<file path="src/rtl/kana_script_converter_assert.svh">
// Assertion macros for the kana script converter; empty under synthesis.
`ifndef KANA_SCRIPT_CONVERTER_ASSERT_SVH
`define KANA_SCRIPT_CONVERTER_ASSERT_SVH
`ifndef SYNTHESIS
`define KSC_ASSERT(lbl, clk, rst, prop) \
  lbl: assert property (@(posedge clk) disable iff (rst) prop) else $error("kscv check failed");
`define KSC_ASSERT_NR(lbl, clk, prop) \
  lbl: assert property (@(posedge clk) prop) else $error("kscv check failed");
`else
`define KSC_ASSERT(lbl, clk, rst, prop)
`define KSC_ASSERT_NR(lbl, clk, prop)
`endif
`endif

</file>
<file path="src/rtl/kscv_pkg.sv">
// Shared types, constants and kana lookup functions for the kana script converter.
package kscv_pkg;

  localparam int CP_W = 21;

  localparam logic [1:0] MODE_PASS = 2'd0;
  localparam logic [1:0] MODE_K2H  = 2'd1;
  localparam logic [1:0] MODE_H2K  = 2'd2;

  localparam logic [CP_W-1:0] SMALL_KA       = 21'h030F5;
  localparam logic [CP_W-1:0] SMALL_KE       = 21'h030F6;
  localparam logic [CP_W-1:0] PROLONGED_MARK = 21'h030FC;
  localparam logic [CP_W-1:0] HIRA_FIRST     = 21'h03041;
  localparam logic [CP_W-1:0] HIRA_LAST      = 21'h03096;
  localparam logic [CP_W-1:0] KATA_FIRST     = 21'h030A1;
  localparam logic [CP_W-1:0] KATA_LAST      = 21'h030F6;
  localparam logic [CP_W-1:0] KATA_VU        = 21'h030F4;
  localparam logic [CP_W-1:0] KATA_VA        = 21'h030F7;
  localparam logic [CP_W-1:0] KATA_VI        = 21'h030F8;
  localparam logic [CP_W-1:0] KATA_VE        = 21'h030F9;
  localparam logic [CP_W-1:0] KATA_VO        = 21'h030FA;
  localparam logic [CP_W-1:0] KANA_SHIFT     = 21'h00060;
  localparam int              SYLLABLE_COUNT = 82;

  localparam logic [CP_W-1:0] HIRA_A = 21'h03042;
  localparam logic [CP_W-1:0] HIRA_I = 21'h03044;
  localparam logic [CP_W-1:0] HIRA_U = 21'h03046;
  localparam logic [CP_W-1:0] HIRA_E = 21'h03048;

  localparam logic [2:0] VOWEL_NONE = 3'd0;
  localparam logic [2:0] VOWEL_A    = 3'd1;
  localparam logic [2:0] VOWEL_I    = 3'd2;
  localparam logic [2:0] VOWEL_U    = 3'd3;
  localparam logic [2:0] VOWEL_E    = 3'd4;
  localparam logic [2:0] VOWEL_O    = 3'd5;

  localparam int SYL_IDX_W = $clog2(SYLLABLE_COUNT);

  localparam logic [2:0] SYLLABLE_VOWEL [SYLLABLE_COUNT] = '{
    3'd1, 3'd1, 3'd2, 3'd2, 3'd3, 3'd3, 3'd4, 3'd4, 3'd5, 3'd5,
    3'd1, 3'd1, 3'd2, 3'd2, 3'd3, 3'd3, 3'd4, 3'd4, 3'd5, 3'd5,
    3'd1, 3'd1, 3'd2, 3'd2, 3'd3, 3'd3, 3'd4, 3'd4, 3'd5, 3'd5,
    3'd1, 3'd1, 3'd2, 3'd2, 3'd3, 3'd3, 3'd3, 3'd4, 3'd4, 3'd5, 3'd5,
    3'd1, 3'd2, 3'd3, 3'd4, 3'd5,
    3'd1, 3'd1, 3'd1, 3'd2, 3'd2, 3'd2, 3'd3, 3'd3, 3'd3, 3'd4, 3'd4, 3'd4,
    3'd5, 3'd5, 3'd5,
    3'd1, 3'd2, 3'd3, 3'd4, 3'd5,
    3'd1, 3'd1, 3'd3, 3'd3, 3'd5, 3'd5,
    3'd1, 3'd2, 3'd3, 3'd4, 3'd5,
    3'd1, 3'd1, 3'd2, 3'd4, 3'd5
  };

  typedef struct packed {
    logic [CP_W-1:0] code_point;
    logic            string_start;
  } kscv_item_t;

  // Vowel class of a code point, from the fixed kana table.
  function automatic logic [2:0] vowel_of(input logic [CP_W-1:0] c);
    logic [CP_W-1:0] hoff;
    logic [CP_W-1:0] koff;
    logic [2:0]      v;
    hoff = c - HIRA_FIRST;
    koff = c - KATA_FIRST;
    v    = VOWEL_NONE;
    if (c >= HIRA_FIRST && hoff < CP_W'(SYLLABLE_COUNT)) begin
      v = SYLLABLE_VOWEL[hoff[SYL_IDX_W-1:0]];
    end else if (c >= KATA_FIRST && koff < CP_W'(SYLLABLE_COUNT)) begin
      v = SYLLABLE_VOWEL[koff[SYL_IDX_W-1:0]];
    end else if (c == KATA_VU) begin
      v = VOWEL_U;
    end else if (c == SMALL_KA || c == KATA_VA) begin
      v = VOWEL_A;
    end else if (c == SMALL_KE || c == KATA_VE) begin
      v = VOWEL_E;
    end else if (c == KATA_VI) begin
      v = VOWEL_I;
    end else if (c == KATA_VO) begin
      v = VOWEL_O;
    end
    return v;
  endfunction

endpackage

</file>
<file path="src/rtl/kscv_in_if.sv">
// Input channel: one code point and its string start flag per beat.
interface kscv_in_if;
  import kscv_pkg::*;
  logic            valid;
  logic            ready;
  logic [CP_W-1:0] code_point;
  logic            string_start;

  modport source (output valid, output code_point, output string_start, input ready);
  modport sink (input valid, input code_point, input string_start, output ready);
endinterface

</file>
<file path="src/rtl/kscv_out_if.sv">
// Output channel: one converted code point per beat.
interface kscv_out_if;
  import kscv_pkg::*;
  logic            valid;
  logic            ready;
  logic [CP_W-1:0] converted_point;

  modport source (output valid, output converted_point, input ready);
  modport sink (input valid, input converted_point, output ready);
endinterface

</file>
<file path="src/rtl/kana_script_converter.sv">
// Kana script converter: top level with mode register and output register.
//
// Usage:
//   in_ch  carries one Unicode code point and a string start flag per beat;
//          a beat moves when valid and ready are both high.
//   out_ch carries one converted code point per accepted input beat, in order.
//   cfg_we/cfg_wdata write the conversion mode (0 pass, 1 katakana to
//   hiragana, 2 hiragana to katakana, 3 pass); write only while idle.
// Path: an accepted beat is held in the input register, then converted into
//   the output register that drives out_ch. Throughput: one beat per cycle
//   while out_ch is not stalled; the single dependency from one character to
//   the next is the 3-bit vowel register, updated as each converted beat advances.
// Reset (rst, synchronous): both pipeline stages empty, mode 0, no previous
//   character remembered.
// Receiver stall: the output register holds its beat; the input register
//   still takes one more beat, after which in_ch.ready drops until out_ch
//   drains.
module kana_script_converter
  import kscv_pkg::*;
(
  input  logic       clk,
  input  logic       rst,
  kscv_in_if.sink    in_ch,
  kscv_out_if.source out_ch,
  input  logic       cfg_we,
  input  logic [1:0] cfg_wdata
);

`include "kana_script_converter_assert.svh"

  logic            conversion_mode;
  logic [1:0]      mode_q;
  kscv_item_t      item;
  logic            item_valid;
  logic            advance;
  logic [CP_W-1:0] result;
  logic            out_valid_q;
  logic [CP_W-1:0] out_data_q;

  assign conversion_mode = cfg_we;

  always_ff @(posedge clk) begin
    if (rst) begin
      mode_q <= MODE_PASS;
    end else if (conversion_mode) begin
      mode_q <= cfg_wdata;
    end
  end

  assign advance = item_valid && (!out_valid_q || out_ch.ready);

  kscv_in_stage u_in_stage (
    .clk        (clk),
    .rst        (rst),
    .in_ch      (in_ch),
    .advance    (advance),
    .item       (item),
    .item_valid (item_valid)
  );

  kscv_core u_core (
    .clk    (clk),
    .rst    (rst),
    .mode   (mode_q),
    .fire   (advance),
    .item   (item),
    .result (result)
  );

  always_ff @(posedge clk) begin
    if (rst) begin
      out_valid_q <= 1'b0;
    end else if (advance) begin
      out_valid_q <= 1'b1;
    end else if (out_ch.ready) begin
      out_valid_q <= 1'b0;
    end
  end

  always_ff @(posedge clk) begin
    if (advance) begin
      out_data_q <= result;
    end
  end

  assign out_ch.valid           = out_valid_q;
  assign out_ch.converted_point = out_data_q;

  `KSC_ASSERT_NR(a_reset_empty, clk, $past(rst) |-> !out_valid_q)
  `KSC_ASSERT(a_result_lands, clk, rst, advance |=> out_valid_q)
  `KSC_ASSERT(a_no_overwrite, clk, rst, (out_valid_q && !out_ch.ready) |-> !advance)

endmodule

</file>
<file path="src/rtl/kscv_in_stage.sv">
// Input register stage: captures one beat and holds it until the core takes it.
module kscv_in_stage
  import kscv_pkg::*;
(
  input  logic       clk,
  input  logic       rst,
  kscv_in_if.sink    in_ch,
  input  logic       advance,
  output kscv_item_t item,
  output logic       item_valid
);

  logic       valid_q;
  kscv_item_t item_q;

  assign in_ch.ready = !valid_q || advance;
  assign item        = item_q;
  assign item_valid  = valid_q;

  always_ff @(posedge clk) begin
    if (rst) begin
      valid_q <= 1'b0;
    end else if (in_ch.ready) begin
      valid_q <= in_ch.valid;
    end
  end

  always_ff @(posedge clk) begin
    if (in_ch.valid && in_ch.ready) begin
      item_q.code_point   <= in_ch.code_point;
      item_q.string_start <= in_ch.string_start;
    end
  end

endmodule

</file>
<file path="src/rtl/kscv_core.sv">
// Conversion logic and the previous-character vowel register.
module kscv_core
  import kscv_pkg::*;
(
  input  logic            clk,
  input  logic            rst,
  input  logic [1:0]      mode,
  input  logic            fire,
  input  kscv_item_t      item,
  output logic [CP_W-1:0] result
);

`include "kana_script_converter_assert.svh"

  logic [2:0]      previous_vowel;
  logic [2:0]      prev_eff;
  logic [CP_W-1:0] c;
  logic [CP_W-1:0] r;

  assign c        = item.code_point;
  assign prev_eff = item.string_start ? VOWEL_NONE : previous_vowel;

  always_comb begin
    r = c;
    unique case (mode)
      MODE_K2H: begin
        if (c == SMALL_KA || c == SMALL_KE) begin
          r = c;
        end else if (c == PROLONGED_MARK) begin
          unique case (prev_eff)
            VOWEL_A: r = HIRA_A;
            VOWEL_I: r = HIRA_I;
            VOWEL_U: r = HIRA_U;
            VOWEL_E: r = HIRA_E;
            VOWEL_O: r = HIRA_U;   // o vowel lengthens with u
            default: r = c;
          endcase
        end else if (c >= KATA_FIRST && c <= KATA_LAST) begin
          r = c - KANA_SHIFT;
        end
      end
      MODE_H2K: begin
        if (c >= HIRA_FIRST && c <= HIRA_LAST) begin
          r = c + KANA_SHIFT;
        end
      end
      default: r = c;
    endcase
  end

  assign result = r;

  always_ff @(posedge clk) begin
    if (rst) begin
      previous_vowel <= VOWEL_NONE;
    end else if (fire) begin
      previous_vowel <= vowel_of(r);
    end
  end

  `KSC_ASSERT(a_k2h_no_kata, clk, rst, (fire && mode == MODE_K2H) |-> !(r >= KATA_FIRST && r <= KATA_VU))
  `KSC_ASSERT(a_h2k_no_hira, clk, rst, (fire && mode == MODE_H2K) |-> !(r >= HIRA_FIRST && r <= HIRA_LAST))
  `KSC_ASSERT(a_start_clears, clk, rst, (fire && item.string_start && mode == MODE_K2H && c == PROLONGED_MARK) |-> (r == PROLONGED_MARK))

endmodule

</file>
<file path="src/flat_wrapper.sv">
// flat-port wrapper written by rule: the top's interface ports become plain ports
module kana_script_converter_flat import kscv_pkg::*;
  (clk, rst, cfg_we, cfg_wdata, in_ch_valid, in_ch_code_point, in_ch_string_start, in_ch_ready, out_ch_valid, out_ch_converted_point, out_ch_ready);
  kscv_in_if in_ch_i ();
  kscv_out_if out_ch_i ();
  input  logic clk;
  input  logic rst;
  input  logic cfg_we;
  input  logic [1:0] cfg_wdata;
  input wire logic [$bits(in_ch_i.valid)-1:0] in_ch_valid;
  input wire logic [$bits(in_ch_i.code_point)-1:0] in_ch_code_point;
  input wire logic [$bits(in_ch_i.string_start)-1:0] in_ch_string_start;
  output wire logic [$bits(in_ch_i.ready)-1:0] in_ch_ready;
  output wire logic [$bits(out_ch_i.valid)-1:0] out_ch_valid;
  output wire logic [$bits(out_ch_i.converted_point)-1:0] out_ch_converted_point;
  input wire logic [$bits(out_ch_i.ready)-1:0] out_ch_ready;
  assign in_ch_i.valid = in_ch_valid;
  assign in_ch_i.code_point = in_ch_code_point;
  assign in_ch_i.string_start = in_ch_string_start;
  assign in_ch_ready = in_ch_i.ready;
  assign out_ch_valid = out_ch_i.valid;
  assign out_ch_converted_point = out_ch_i.converted_point;
  assign out_ch_i.ready = out_ch_ready;
  kana_script_converter u_core (.clk(clk), .rst(rst), .in_ch(in_ch_i), .out_ch(out_ch_i), .cfg_we(cfg_we), .cfg_wdata(cfg_wdata));
endmodule
</file>
<file path="config.mk">
export PLATFORM = sky130hd
export DESIGN_NAME = kana_script_converter_flat
export DESIGN_NICKNAME = d
export VERILOG_FILES = /design/src/rtl/kscv_pkg.sv /design/src/rtl/kscv_in_if.sv /design/src/rtl/kscv_out_if.sv /design/src/rtl/kana_script_converter.sv /design/src/rtl/kscv_in_stage.sv /design/src/rtl/kscv_core.sv /design/src/flat_wrapper.sv
export VERILOG_INCLUDE_DIRS = /design/src /design/src/rtl
export SDC_FILE = /design/constraint.sdc
export NUM_CORES = 1
export LEC_CHECK = 0
export BUFFER_PORTS_ARGS = -buffer_cell sky130_fd_sc_hd__buf_2
export CORE_MARGIN = 2
export CORE_UTILIZATION = 45
export CTS_CLUSTER_SIZE = 24
export DETAILED_ROUTE_END_ITERATION = 12
export HOLD_SLACK_MARGIN = 0.06
export SYNTH_ARGS = -nofsm -noshare
export SYNTH_HDL_FRONTEND = slang
export SYNTH_SLANG_ARGS = --single-unit
</file>
<file path="constraint.sdc">
create_clock -name clk -period 7.6 [get_ports clk]
set_clock_uncertainty 0.2 [all_clocks]
set_input_delay 1.52 -clock clk [delete_from_list [all_inputs] [get_ports clk]]
set_output_delay 1.52 -clock clk [all_outputs]
set_load 0.02 [all_outputs]
</file>
; Yosys cells after proc, flatten, opt, wreduce, memory -nomap -nowiden
; Memories as Yosys holds them, arrays and structs flattened.
; Cells that the tools add are included.
[totals]
ff_bits = 50
mem_bits_ro = 768
out_inout_bits = 23
elab_cells = 77
n_memories = 2
[classes]
add_sub_neg = 4
order_cmp = 10
eq_ne = 17
muxes = 20
bitwise_logic = 2
reduce_logical = 15
[mem_list]
columns = memory, depth, width, rd, rd_ports_with_merged_regs, wr, line_no
row1 = (no name shown), 128, 3, 1, 0, 0, kscv_pkg.sv:69  ; v = SYLLABLE_VOWEL[koff[SYL_IDX_W-1:0]];
row2 = (no name shown), 128, 3, 1, 0, 0, kscv_pkg.sv:67  ; v = SYLLABLE_VOWEL[hoff[SYL_IDX_W-1:0]];
[ops]
columns = cell, count
row1 = "== test 21 x 14 -> 1 bit, second input constant", 10
row2 = "greater-or-equal comparator 21 x 14 -> 1 bit, second input constant", 4
row3 = two-way mux 21 bit, 4
row4 = case mux 21 bit (4 select lines), 1
row5 = "<= comparator 21 x 14 -> 1 bit, second input constant", 2
row6 = "less-than comparator 21 x 7 -> 1 bit, second input constant", 2
row7 = case mux 21 bit (2 select lines), 1
row8 = "subtractor 21 x 14 -> 21 bit, second input constant", 2
row9 = two-way mux 3 bit, 12
row10 = "adder 21 x 7 -> 21 bit, second input constant", 1
row11 = "subtractor 21 x 7 -> 21 bit, second input constant", 1
row12 = "greater-or-equal comparator 8 bit, second input constant", 2
row13 = NOT 7 -> 8 bit, 2
row14 = "== test 3 x 2 -> 1 bit, second input constant", 2
row15 = "== test 3 bit, second input constant", 2
row16 = logical AND 1 bit, 6
row17 = logical OR 1 bit, 5
row18 = "== test 3 x 1 -> 1 bit, second input constant", 1
row19 = "== test 2 x 1 -> 1 bit, second input constant", 1
row20 = "== test 2 bit, second input constant", 1
row21 = zero test 1 bit, 2
row22 = two-way mux 1 bit, 2
row23 = nonzero test 2 bit, 1
row24 = OR reduction 2 bit, 1

; Longest topological paths before layout
; Gate-level depths: netlist (run 1).
[depth]
depth_word = 15
depth_mapped = 19
depth_no_buf = 17

; By module
; From an unflattened synthesis (run 1), not the netlist that was laid out.
[hier_totals]
cells_unflattened = 449
area_unflattened_um2 = 4262.8
[by_module_without_submodules]
columns = mod, n_inst, cells_per_inst, area_per_inst_um2, seq_area_each_um2
row1 = kscv_core, 1, 390, 2807.7, 60.1
row2 = kana_script_converter, 1, 32, 739.5, 690.7
row3 = kscv_in_stage, 1, 27, 715.7, 680.7

; Worst setup path before layout (run 1)
; Ideal clock, no wire load.
[synth_path]
kind = register -> register
startpoint = register u_core.u_in_stage.item_q, in the netlist u_core.u_in_stage.item[12]
endpoint = register u_core.u_core.previous_vowel[2]
setup_ns = 0.062
arrival_ns = 4.452
t_required_ns = 7.338
path_slack_ns = 2.887
stages_incl_launch_ff = 17
period_less_slack_ns = 4.713
path_cell_list = edfxtp_1 > or4_1 > buf_2 > or4_4 > o31ai_4 > inv_1 > ha_1 > xor2_1 > inv_1 > ha_1 > a22oi_1 > o22ai_1 > a221oi_1 > a2111oi_1 > a311o_1 > o21bai_1 > nand3_1
[synth_between]
elab_chain_cells = 14
[synth_rtl]
columns = item, line_no
row1 = "start, declared", kscv_in_stage.sv:14  ; kscv_item_t item_q;
row2 = greater-or-equal comparator 21 x 14 -> 1 bit / <= comparator 21 x 14 -> 1 bit (equally long branches), kscv_core.sv:38  ; end else if (c >= KATA_FIRST && c <= KATA_LAST) begin
row3 = logical AND 1 bit, kscv_core.sv:38
row4 = two-way mux 21 bit, kscv_core.sv:38
row5 = two-way mux 21 bit, kscv_core.sv:29  ; end else if (c == PROLONGED_MARK) begin
row6 = two-way mux 21 bit, kscv_core.sv:27  ; if (c == SMALL_KA || c == SMALL_KE) begin
row7 = case mux 21 bit (2 select lines) (*), kscv_core.sv:25  ; unique case (mode)
row8 = via u_core.result[1], kana_script_converter.sv:36  ; logic [CP_W-1:0] result;
row9 = "parallel branches: the longest is 7 deep, another holds subtractor 21 x 14 -> 21 bit", --
row10 = two-way mux 3 bit (*), kscv_pkg.sv:66  ; if (c >= HIRA_FIRST && hoff < CP_W'(SYLLABLE_COUNT)) begin
row11 = "end signal, assigned", kscv_core.sv:57  ; previous_vowel <= vowel_of(r);
row12 = "end, declared", kscv_core.sv:15  ; logic [2:0] previous_vowel;
; Mark *: on every way through the listed nets, which the timed path passes. The select of a mux whose other input is x is not followed.
; A chain may end at the register's enable or synchronous reset.

; Worst setup path in the final report (run 1)
[layout_path]
startpoint = register u_core.u_in_stage.item_q, in the netlist u_core.u_in_stage.item[18]
endpoint = register u_core.u_core.previous_vowel[2]
[layout_between]
elab_chain_cells = 14
[layout_rtl]
columns = item, line_no
row1 = greater-or-equal comparator 21 x 14 -> 1 bit / <= comparator 21 x 14 -> 1 bit (equally long branches), kscv_core.sv:38
row2 = logical AND 1 bit, kscv_core.sv:38
row3 = two-way mux 21 bit, kscv_core.sv:38
row4 = two-way mux 21 bit, kscv_core.sv:29
row5 = two-way mux 21 bit, kscv_core.sv:27
row6 = case mux 21 bit (2 select lines) (*), kscv_core.sv:25
row7 = via u_core.result[7], kana_script_converter.sv:36
row8 = "parallel branches: the longest is 7 deep, another holds subtractor 21 x 14 -> 21 bit", --
row9 = two-way mux 3 bit (*), kscv_pkg.sv:66
; Marks and branches as above.

==> results of run 1 <==
[layout make-up]
cell class              instances  share of cell area, %
multi-input cells             353                   54.4
clock buffers                   5                   1.57
flip-flops and latches         50                   32.6
clock inverters                 2                  0.314
repair buffers                 53                   6.16
inverters                      22                   1.88
well taps                     108                   3.08
[power by group through the flow]
stage	clock, mW	combinational (mW)	sequential, mW
2_1_floorplan	0	0.198	0.341
3_3_place_gp	0	0.272	0.337
3_5_place_dp	0	0.274	0.337
4_1_cts	0.165	0.275	0.331
5_1_grt	0.174	0.305	0.334
6_report	0.158	0.278	0.331
[worst paths after layout]
kind                            slack, ns                                      start                                      endpoint
worst max-delay path                 2.13       u_core.u_in_stage.item[18]$_DFFE_PP_  u_core.u_core.previous_vowel[2]$_SDFFE_PP0P_
worst min-delay path                 0.33  u_core.u_in_stage.item_valid$_SDFFE_PP0N_              u_core.out_ch.valid$_SDFFE_PP0P_
worst max register to register       2.13       u_core.u_in_stage.item[18]$_DFFE_PP_  u_core.u_core.previous_vowel[2]$_SDFFE_PP0P_
worst min register to register       0.33  u_core.u_in_stage.item_valid$_SDFFE_PP0N_              u_core.out_ch.valid$_SDFFE_PP0P_
[per-stage QoR]
step	setup WS (ns)	utilization (%)	hold slack [ns]
finish	2.13	50.8	0.328
global route	1.76	50.8	0.366
CTS	2.21	50.8	0.334
detailed placement	2.25	49.8	0.319
global placement	2.37	49.8	0.311
floorplan	2.89	-	0.287
[worst max-delay path: cells and delay by family (launching register included)]
family | cells | cell delay, ns
AOI/OAI and AO/OA | 5 | 1.44
DFF | 1 | 0.48
buffers and inverters | 1 | 0.47
and+or+nand+nor | 7 | 2.82
[state kept, by name, indices dropped and copies added (netlist names)]
signal,cells
u_core.out_ch.valid,1
u_core.u_in_stage.item_valid,1
u_core.u_core.previous_vowel,3
u_core.out_ch.converted_point,21
u_core.mode_q,2
u_core.u_in_stage.item,22
[Yosys cell counts, types with 3 or more instances]
cell type and number:
edfxtp_1 43, a21oi_1 29, nor4_1 9, o21a_1 5, xnor2_1 4, o211ai_1 6
nor2b_1 3, and2_1 14, clkbuf_1 14, a211oi_1 6, ha_1 18, nor2_1 51
o31ai_1 5, nand2b_1 7, o21ai_0 25, o2111ai_1 3, nand4_1 3, and3_1 5
nand3_1 11, a21o_1 4, o211a_1 3, a31oi_1 9, dfxtp_1 7, or3_1 6
inv_1 19, mux2_2 5, nand2_1 33, nor3_1 11, mux2i_1 21, xor2_1 4
[routing by layer]
layer  global-route usage (%)  wire [um]  vias to the layer above
met3                     2.72        564                       27
met4                     5.98        244                        0
met2                     34.4       4780                      142
met5                        0          0                        -
li1                         -          -                     1750
met1                     30.9       4780                     1720
[cells by family after synthesis]
kind of cell               after synthesis
adders and majority gates               18
AOI/OAI and AO/OA                      125
DFF                                     50
muxes                                   28
buffers and inverters                   39
and+or+nand+nor                        173
xor gates and xnor gates                 9
==> results.md, run 1 <==
* Fillers at 822
* Placed insts at 586
* Synth-to-Final Area Change at 10.4%
* Routed length per instance at 17.5 um
* Main synth FF type: edfxtp_1
* Worst-skew pair later-pin latency at 0.31 ns
* Synthesized instance count at 442
* Largest net degree at the start of global routing at 24
* Switching Fraction at 36.7%
* HPWL Detailed at 7.91 mm
* Maxcap violations at 0
* I/O pins at 52
* GRT Util Overall at 21.5%
* Initial DRC count at 251
* Die Span Y at 97.9 um
* Clock transition at path regs at 0.10 ns
* Fin crit share at 71.9%
* Pwr Total at 766 uW
* Largest family of logic cells by synthesized area: simple AND/OR/NAND/NOR gates
* Clk Tree Root Cell: clkbuf_8
* Largest area contributor in the netlist: edfxtp_1
* Post-synth EDFFs at 43
* Post-cts hold buffer count at 0
* Crit path launch type: flip-flop
* Vias at 3639
* CTS tree: yes
* Initial antenna violation count at 0
* First-pass GRT wire length at 16.9 mm
* Hold crit path type: reg2reg
* Synth Area in XOR/XNOR at 2.46%
* Final Non-Filler Cells at 593
* Synth unique cells at 75
* Synth warn at 0
* Worst EP required at 7.66 ns
* Cell-internal power at 485 uW
* CTS H-tree lvls at 2
* # DRC at 0
* Crit path cell chain: nor3_1 -> nand4b_1 -> or3_1 -> a21oi_1 -> a21oi_1 -> nor2_1 -> clkinv_1 -> a2111oi_0 -> a211oi_1 -> a2111oi_1 -> nand3_1 -> or4_1 -> nand3_1
* # nets final at 532
* Final setup TNS at 0 ns
* Pwr Density at 175 nW/um2
* Hold Path Depth at 2
* Run status: complete, no violations
* Crit Path Class: reg2reg
* CP max stage delay at 0.62 ns
* Post-Syn Area per Cell at 8.98 um2
* Simple-Gate Fraction of Synth Area at 22.7%
* Initial DRT Pass Iterations at 5
* Fin. max-slew vios at 0
* Max_slew headroom at 37.0%
* Die Wd at 97.9 um
* Clock Tree Buf Depth at 2
* Via density at 6.14
* Diodes inserted at 0
* Actual slew at the worst max-slew pin at 0.945 ns
* Arr. time, crit path at 5.52 ns
* Die ar. at 9590 um2
* Initial Util at 46.0%
* Mapped cell area at 3970 um2
* Number of global-route vias before repair at 3362
* Lkg Pwr at 1.72 nW
* Max Freq at 0.183 GHz
* Asr flop ratio synth at 0%
* Post-Syn Nets at 489
* Grt total ovfl at 0
* Synth Area in Compound Gates at 21.6%
* NetSw at 281 uW
* Cts bufs inserted at 5
* Placed cell areas at 4300 um2
* Routability cong. at 0.966
* Area contributors post-synth: edfxtp_1 33%, ha_1 5.7%, mux2i_1 5.3%, nor2_1 4.8%, a21oi_1 3.7%
* Routed Wire Length at 10.4 mm
* Post-route cell area at 4390 um2
* Reg area at 1430 um2
* Post-synthesis sequential area ratio at 36.0%
* Maximum vdd drop at 0.0862 mV
* Area of the multi-input gates at 2380 um2
* Sequential Power Share at 43.2%
* Finish-stage setup viols at 0
* Post-CTS setup repair buffer count at 0
* Slowest cell on crit path: nor2_1
* Share of layout cells above drive strength 1 at 16.5%
* Clk network pwr share at 20.6%
* Mux cell area share after synthesis at 7.56%
* Most frequent cells in the layout: 51 x nor2_1, 51 x buf_2, 43 x edfxtp_1
* Fin. Hold Viols at 0
* Adder-cell area share of the yosys netlist at 5.67%
* Worst Path Max Fanout at 11
* Post-CTS sizing at 0
* Worst r2r path cells at 13
* Tmin final at 5.47 ns
* Core ar. at 8640 um2
* Port bufs at 51
* Clk sink count at 50
* Detail Route Antenna Nets at 0
* CP Capture Type: flip-flop
* RSZ-0062 raised after global routing: false
* Post-synthesis register bit count at 50
* Comb pwr share at 36.2%
* Top cell type's share of synthesized area at 32.5%
* Cell Rows at 34
Note: power is estimated with default switching activity, not from simulation.
==> run 2, diff against run 1 <==
--- a/config.mk
+++ b/config.mk
@@ -6,12 +6,14 @@
 export SDC_FILE = /design/constraint.sdc
 export NUM_CORES = 1
 export LEC_CHECK = 0
+export ABC_AREA = 1
 export BUFFER_PORTS_ARGS = -buffer_cell sky130_fd_sc_hd__buf_2
 export CORE_MARGIN = 2
 export CORE_UTILIZATION = 45
 export CTS_CLUSTER_SIZE = 24
 export DETAILED_ROUTE_END_ITERATION = 12
 export HOLD_SLACK_MARGIN = 0.06
+export PLACE_DENSITY = 0.67
 export SYNTH_ARGS = -nofsm -noshare
 export SYNTH_HDL_FRONTEND = slang
 export SYNTH_SLANG_ARGS = --single-unit
==> constraint.sdc (replaced) <==
create_clock -name clk -period 4.65 [get_ports clk]
set_clock_uncertainty 0.2 [all_clocks]
set_input_delay 0.93 -clock clk [delete_from_list [all_inputs] [get_ports clk]]
set_output_delay 0.93 -clock clk [all_outputs]
set_load 0.02 [all_outputs]
==> run 2 against run 1 <==
Synthesized cell count is 47% higher. Critical endpoint is now u_core.u_core.previous_vowel[0]$_SDFFE_PP0P_. Combinational power grew 110%. First-iteration DRC count rose by 13%. Critical path depth grew 12. Synthesized area up 14%. Worst setup slack worse by 1.5 ns. Sequential cell count unchanged. Fmax rose by 35%. Highest routed layer unchanged. Die area increased by 14%. Global-route usage down 0.24 points. Sequential share of layout area shrank 4.2 points. Largest cell class unchanged.
==> results.md, run 2 <==
* Worst-skew pair later-pin latency at 0.32 ns (was 0.31 ns)
* Share of layout cells above drive strength 1 at 21.1% (was 16.5%)
* Maximum vdd drop at 0.156 mV (was 0.0862 mV)
* CP max stage delay at 0.56 ns (was 0.62 ns)
* Post-synth EDFFs at 43 (unchanged)
* Detail Route Antenna Nets at 0 (unchanged)
* CP Capture Type: flip-flop (unchanged)
* Die Span Y at 104 um (was 97.9 um)
* Via density at 5.24 (was 6.14)
* Sequential Power Share at 38.7% (was 43.2%)
* Hold crit path type: reg2reg (unchanged)
* Initial Util at 46.5% (was 46.0%)
* Die ar. at 10900 um2 (was 9590 um2)
* Arr. time, crit path at 4.06 ns (was 5.52 ns)
* Post-Syn Area per Cell at 6.98 um2 (was 8.98 um2)
* Run status: complete, no violations (unchanged)
* Pwr Total at 1.39 mW (was 766 uW)
* Synth warn at 0 (unchanged)
* Max Freq at 0.247 GHz (was 0.183 GHz)
* Switching Fraction at 42.0% (was 36.7%)
* RSZ-0062 raised after global routing: false (unchanged)
* GRT Util Overall at 21.3% (was 21.5%)
* Top cell type's share of synthesized area at 28.4% (was 32.5%)
* R2R Path Start: u_core.u_in_stage.item[8]$_DFFE_PP_ (was u_core.u_in_stage.item[18]$_DFFE_PP_)
* Post-CTS sizing at 0 (unchanged)
* R2R Path End: u_core.u_core.previous_vowel[0]$_SDFFE_PP0P_ (was u_core.u_core.previous_vowel[2]$_SDFFE_PP0P_)
* I/O pins at 52 (unchanged)
* Die Wd at 104 um (was 97.9 um)
* Most used cell, CP: nand2_1
* Post-cts hold buffer count at 0 (unchanged)
* Synth-to-Final Area Change at 10.8% (was 10.4%)
* Initial DRC count at 284 (was 251)
* Reg area at 1430 um2 (unchanged)
* # DRC at 0 (unchanged)
* Routed length per instance at 13.4 um (was 17.5 um)
* Worst EP required at 4.66 ns (was 7.66 ns)
* CTS tree: yes (unchanged)
* Actual slew at the worst max-slew pin at 1.02 ns (was 0.945 ns)
* NetSw at 583 uW (was 281 uW)
* Tmin final at 4.05 ns (was 5.47 ns)
* Initial antenna violation count at 0 (unchanged)
* Synth cell count leaders: 167 x nand2_1, 73 x nor2_1, 72 x inv_1 (was 51 x nor2_1, 43 x edfxtp_1, 33 x nand2_1)
* Max_slew headroom at 32.2% (was 37.0%)
* Fin crit share at 87.0% (was 71.9%)
* Routed Wire Length at 11.2 mm (was 10.4 mm)
* Cts bufs inserted at 5 (unchanged)
* Clk sink count at 50 (unchanged)
* Clock transition at path regs at 0.10 ns (about the same)
* Crit Path Class: reg2reg (unchanged)
* Most frequent cells in the layout: 167 x nand2_1, 73 x nor2_1, 72 x inv_1 (was 51 x nor2_1, 51 x buf_2, 43 x edfxtp_1)
* HPWL Detailed at 9.00 mm (was 7.91 mm)
* Slowest cell on crit path: edfxtp_1 (was nor2_1)
* # nets final at 751 (was 532)
* Final setup TNS at 0 ns (unchanged)
* Maxcap violations at 0 (unchanged)
* Largest net degree at the start of global routing at 27 (was 24)
* Mapped cell area at 4540 um2 (was 3970 um2)
* Cell-internal power at 806 uW (was 485 uW)
* Hold path start: u_core.mode_q[1]$_SDFFE_PP0P_ (was u_core.u_in_stage.item_valid$_SDFFE_PP0N_)
* First-pass GRT wire length at 18.9 mm (was 16.9 mm)
* Vias at 4393 (was 3639)
* Core ar. at 9770 um2 (was 8640 um2)
* Fin. Hold Viols at 0 (unchanged)
* CTS H-tree lvls at 2 (unchanged)
* Grt total ovfl at 0 (unchanged)
* Post-synthesis sequential area ratio at 31.5% (was 36.0%)
* Synthesized instance count at 651 (was 442)
* Crit path launch type: flip-flop (unchanged)
* Commonest non-fill, non-tap cell in the layout: nand2_1
* Most common cell in the synthesized netlist: nand2_1 (was nor2_1)
* Port bufs at 51 (unchanged)
* Main synth FF type: edfxtp_1 (unchanged)
* Initial DRT Pass Iterations at 6 (was 5)
* Finish-stage setup viols at 0 (unchanged)
* Clk network pwr share at 19.8% (was 20.6%)
* Routability cong. at 0.939 (was 0.966)
* Worst Path Max Fanout at 11 (unchanged)
* Pwr Density at 276 nW/um2 (was 175 nW/um2)
* Clk Tree Root Cell: clkbuf_8 (unchanged)
* Diodes inserted at 0 (unchanged)
* Clock Tree Buf Depth at 2 (unchanged)
* Synth unique cells at 41 (was 75)
* Asr flop ratio synth at 0% (unchanged)
* Hold Path Depth at 2 (unchanged)
* Worst Hold Path EP: u_core.mode_q[1]$_SDFFE_PP0P_ (was u_core.out_ch.valid$_SDFFE_PP0P_)
* Post-CTS setup repair buffer count at 0 (unchanged)
* Max reg flops at 22 (unchanged)
* Fin. max-slew vios at 0 (unchanged)
* Post-layout util at 51.5% (was 50.8%)
* Area of the multi-input gates at 2720 um2 (was 2380 um2)
* Post-Syn Nets at 698 (was 489)
* Area contributors post-synth: edfxtp_1 28%, nand2_1 14%, nor2_1 6.0%, inv_1 6.0%, nand3_1 5.5% (was edfxtp_1 33%, ha_1 5.7%, mux2i_1 5.3%, nor2_1 4.8%, a21oi_1 3.7%)
* Largest area contributor in the netlist: edfxtp_1 (unchanged)
* Worst r2r path cells at 25 (was 13)
* Comb pwr share at 41.5% (was 36.2%)
* Worst R2R Setup Slack at 0.60 ns (was 2.13 ns)
* Number of global-route vias before repair at 4049 (was 3362)
* Post-synthesis register bit count at 50 (unchanged)
* Fillers at 958 (was 822)
* Lkg Pwr at 2.35 nW (was 1.72 nW)
* Cell Rows at 36 (was 34)
run 2: area by class of cell:
cell class	instances	share of cell area (%)
Clock buffer	5	1.37
Tap cell	133	3.31
Timing Repair Buffer	54	5.52
Sequential cell	50	28.4
Multi-Input combinational cell	503	53.9
Inverter	90	6.94
Clock inverter	3	0.497
run 2: per-layer routing:
layer	global-route usage [%]	up-vias	part of all wire, %
met5	0	-	0
met3	3.13	25	5.2
li1	-	2251	-
met2	36.5	151	48
met4	7.34	0	2.7
met1	27.3	1966	44
run 2: worst max path at each step:
| stage | from | end | slack, ns | cells after the start |
|---|---|---|---|---|
| finish | u_core.u_in_stage.item[8]$_DFFE_PP_ | u_core.u_core.previous_vowel[0]$_SDFFE_PP0P_ | 0.60 | 25 |
| global route | u_core.mode_q[0]$_SDFFE_PP0P_ | u_core.u_core.previous_vowel[2]$_SDFFE_PP0P_ | 0.12 | 22 |
| CTS | u_core.u_in_stage.item[10]$_DFFE_PP_ | u_core.u_core.previous_vowel[2]$_SDFFE_PP0P_ | 0.61 | 29 |
| detailed placement | u_core.u_in_stage.item[10]$_DFFE_PP_ | u_core.u_core.previous_vowel[2]$_SDFFE_PP0P_ | 0.64 | 29 |
| global placement | u_core.mode_q[0]$_SDFFE_PP0P_ | u_core.u_core.previous_vowel[2]$_SDFFE_PP0P_ | 0.71 | 22 |
| floorplan | u_core.u_in_stage.item[10]$_DFFE_PP_ | u_core.u_core.previous_vowel[0]$_SDFFE_PP0P_ | 1.08 | 26 |
run 2: cell families after synthesis:
logic type      count (synthesis)  share of synthesized area [%]
xor+xnor                        4                          0.771
flops                          50                           31.5
simple gates                  384                           41.6
fa+ha+maj                      18                           4.96
buf+inv                        98                           8.71
compound gates                 97                           12.5
run 2: power groups by stage:
stage	clock network (mW)	registers, mW	logic (mW)
2_1_floorplan	0	0.559	0.421
3_3_place_gp	0	0.547	0.562
3_5_place_dp	0	0.548	0.565
4_1_cts	0.287	0.538	0.568
5_1_grt	0.301	0.541	0.648
6_report	0.275	0.538	0.577
run 2: metrics by stage:
step	instance area, um2	hold WS, ns	std cells	setup slack [ns]
CTS	5030	0.304	838	0.611
floorplan	4540	0.251	651	1.08
finish	5030	0.295	838	0.604
global placement	4940	0.264	830	0.709
global route	5030	0.337	838	0.115
detailed placement	4940	0.290	830	0.638
run 2: critical path: cells and delay by family (launching register included):
family | cells | cell delay (ns)
AOI/OAI and AO/OA | 3 | 0.41
adders and majority gates | 2 | 0.39
and+or+nand+nor | 17 | 1.96
buffers and inverters | 3 | 0.44
DFF | 1 | 0.56
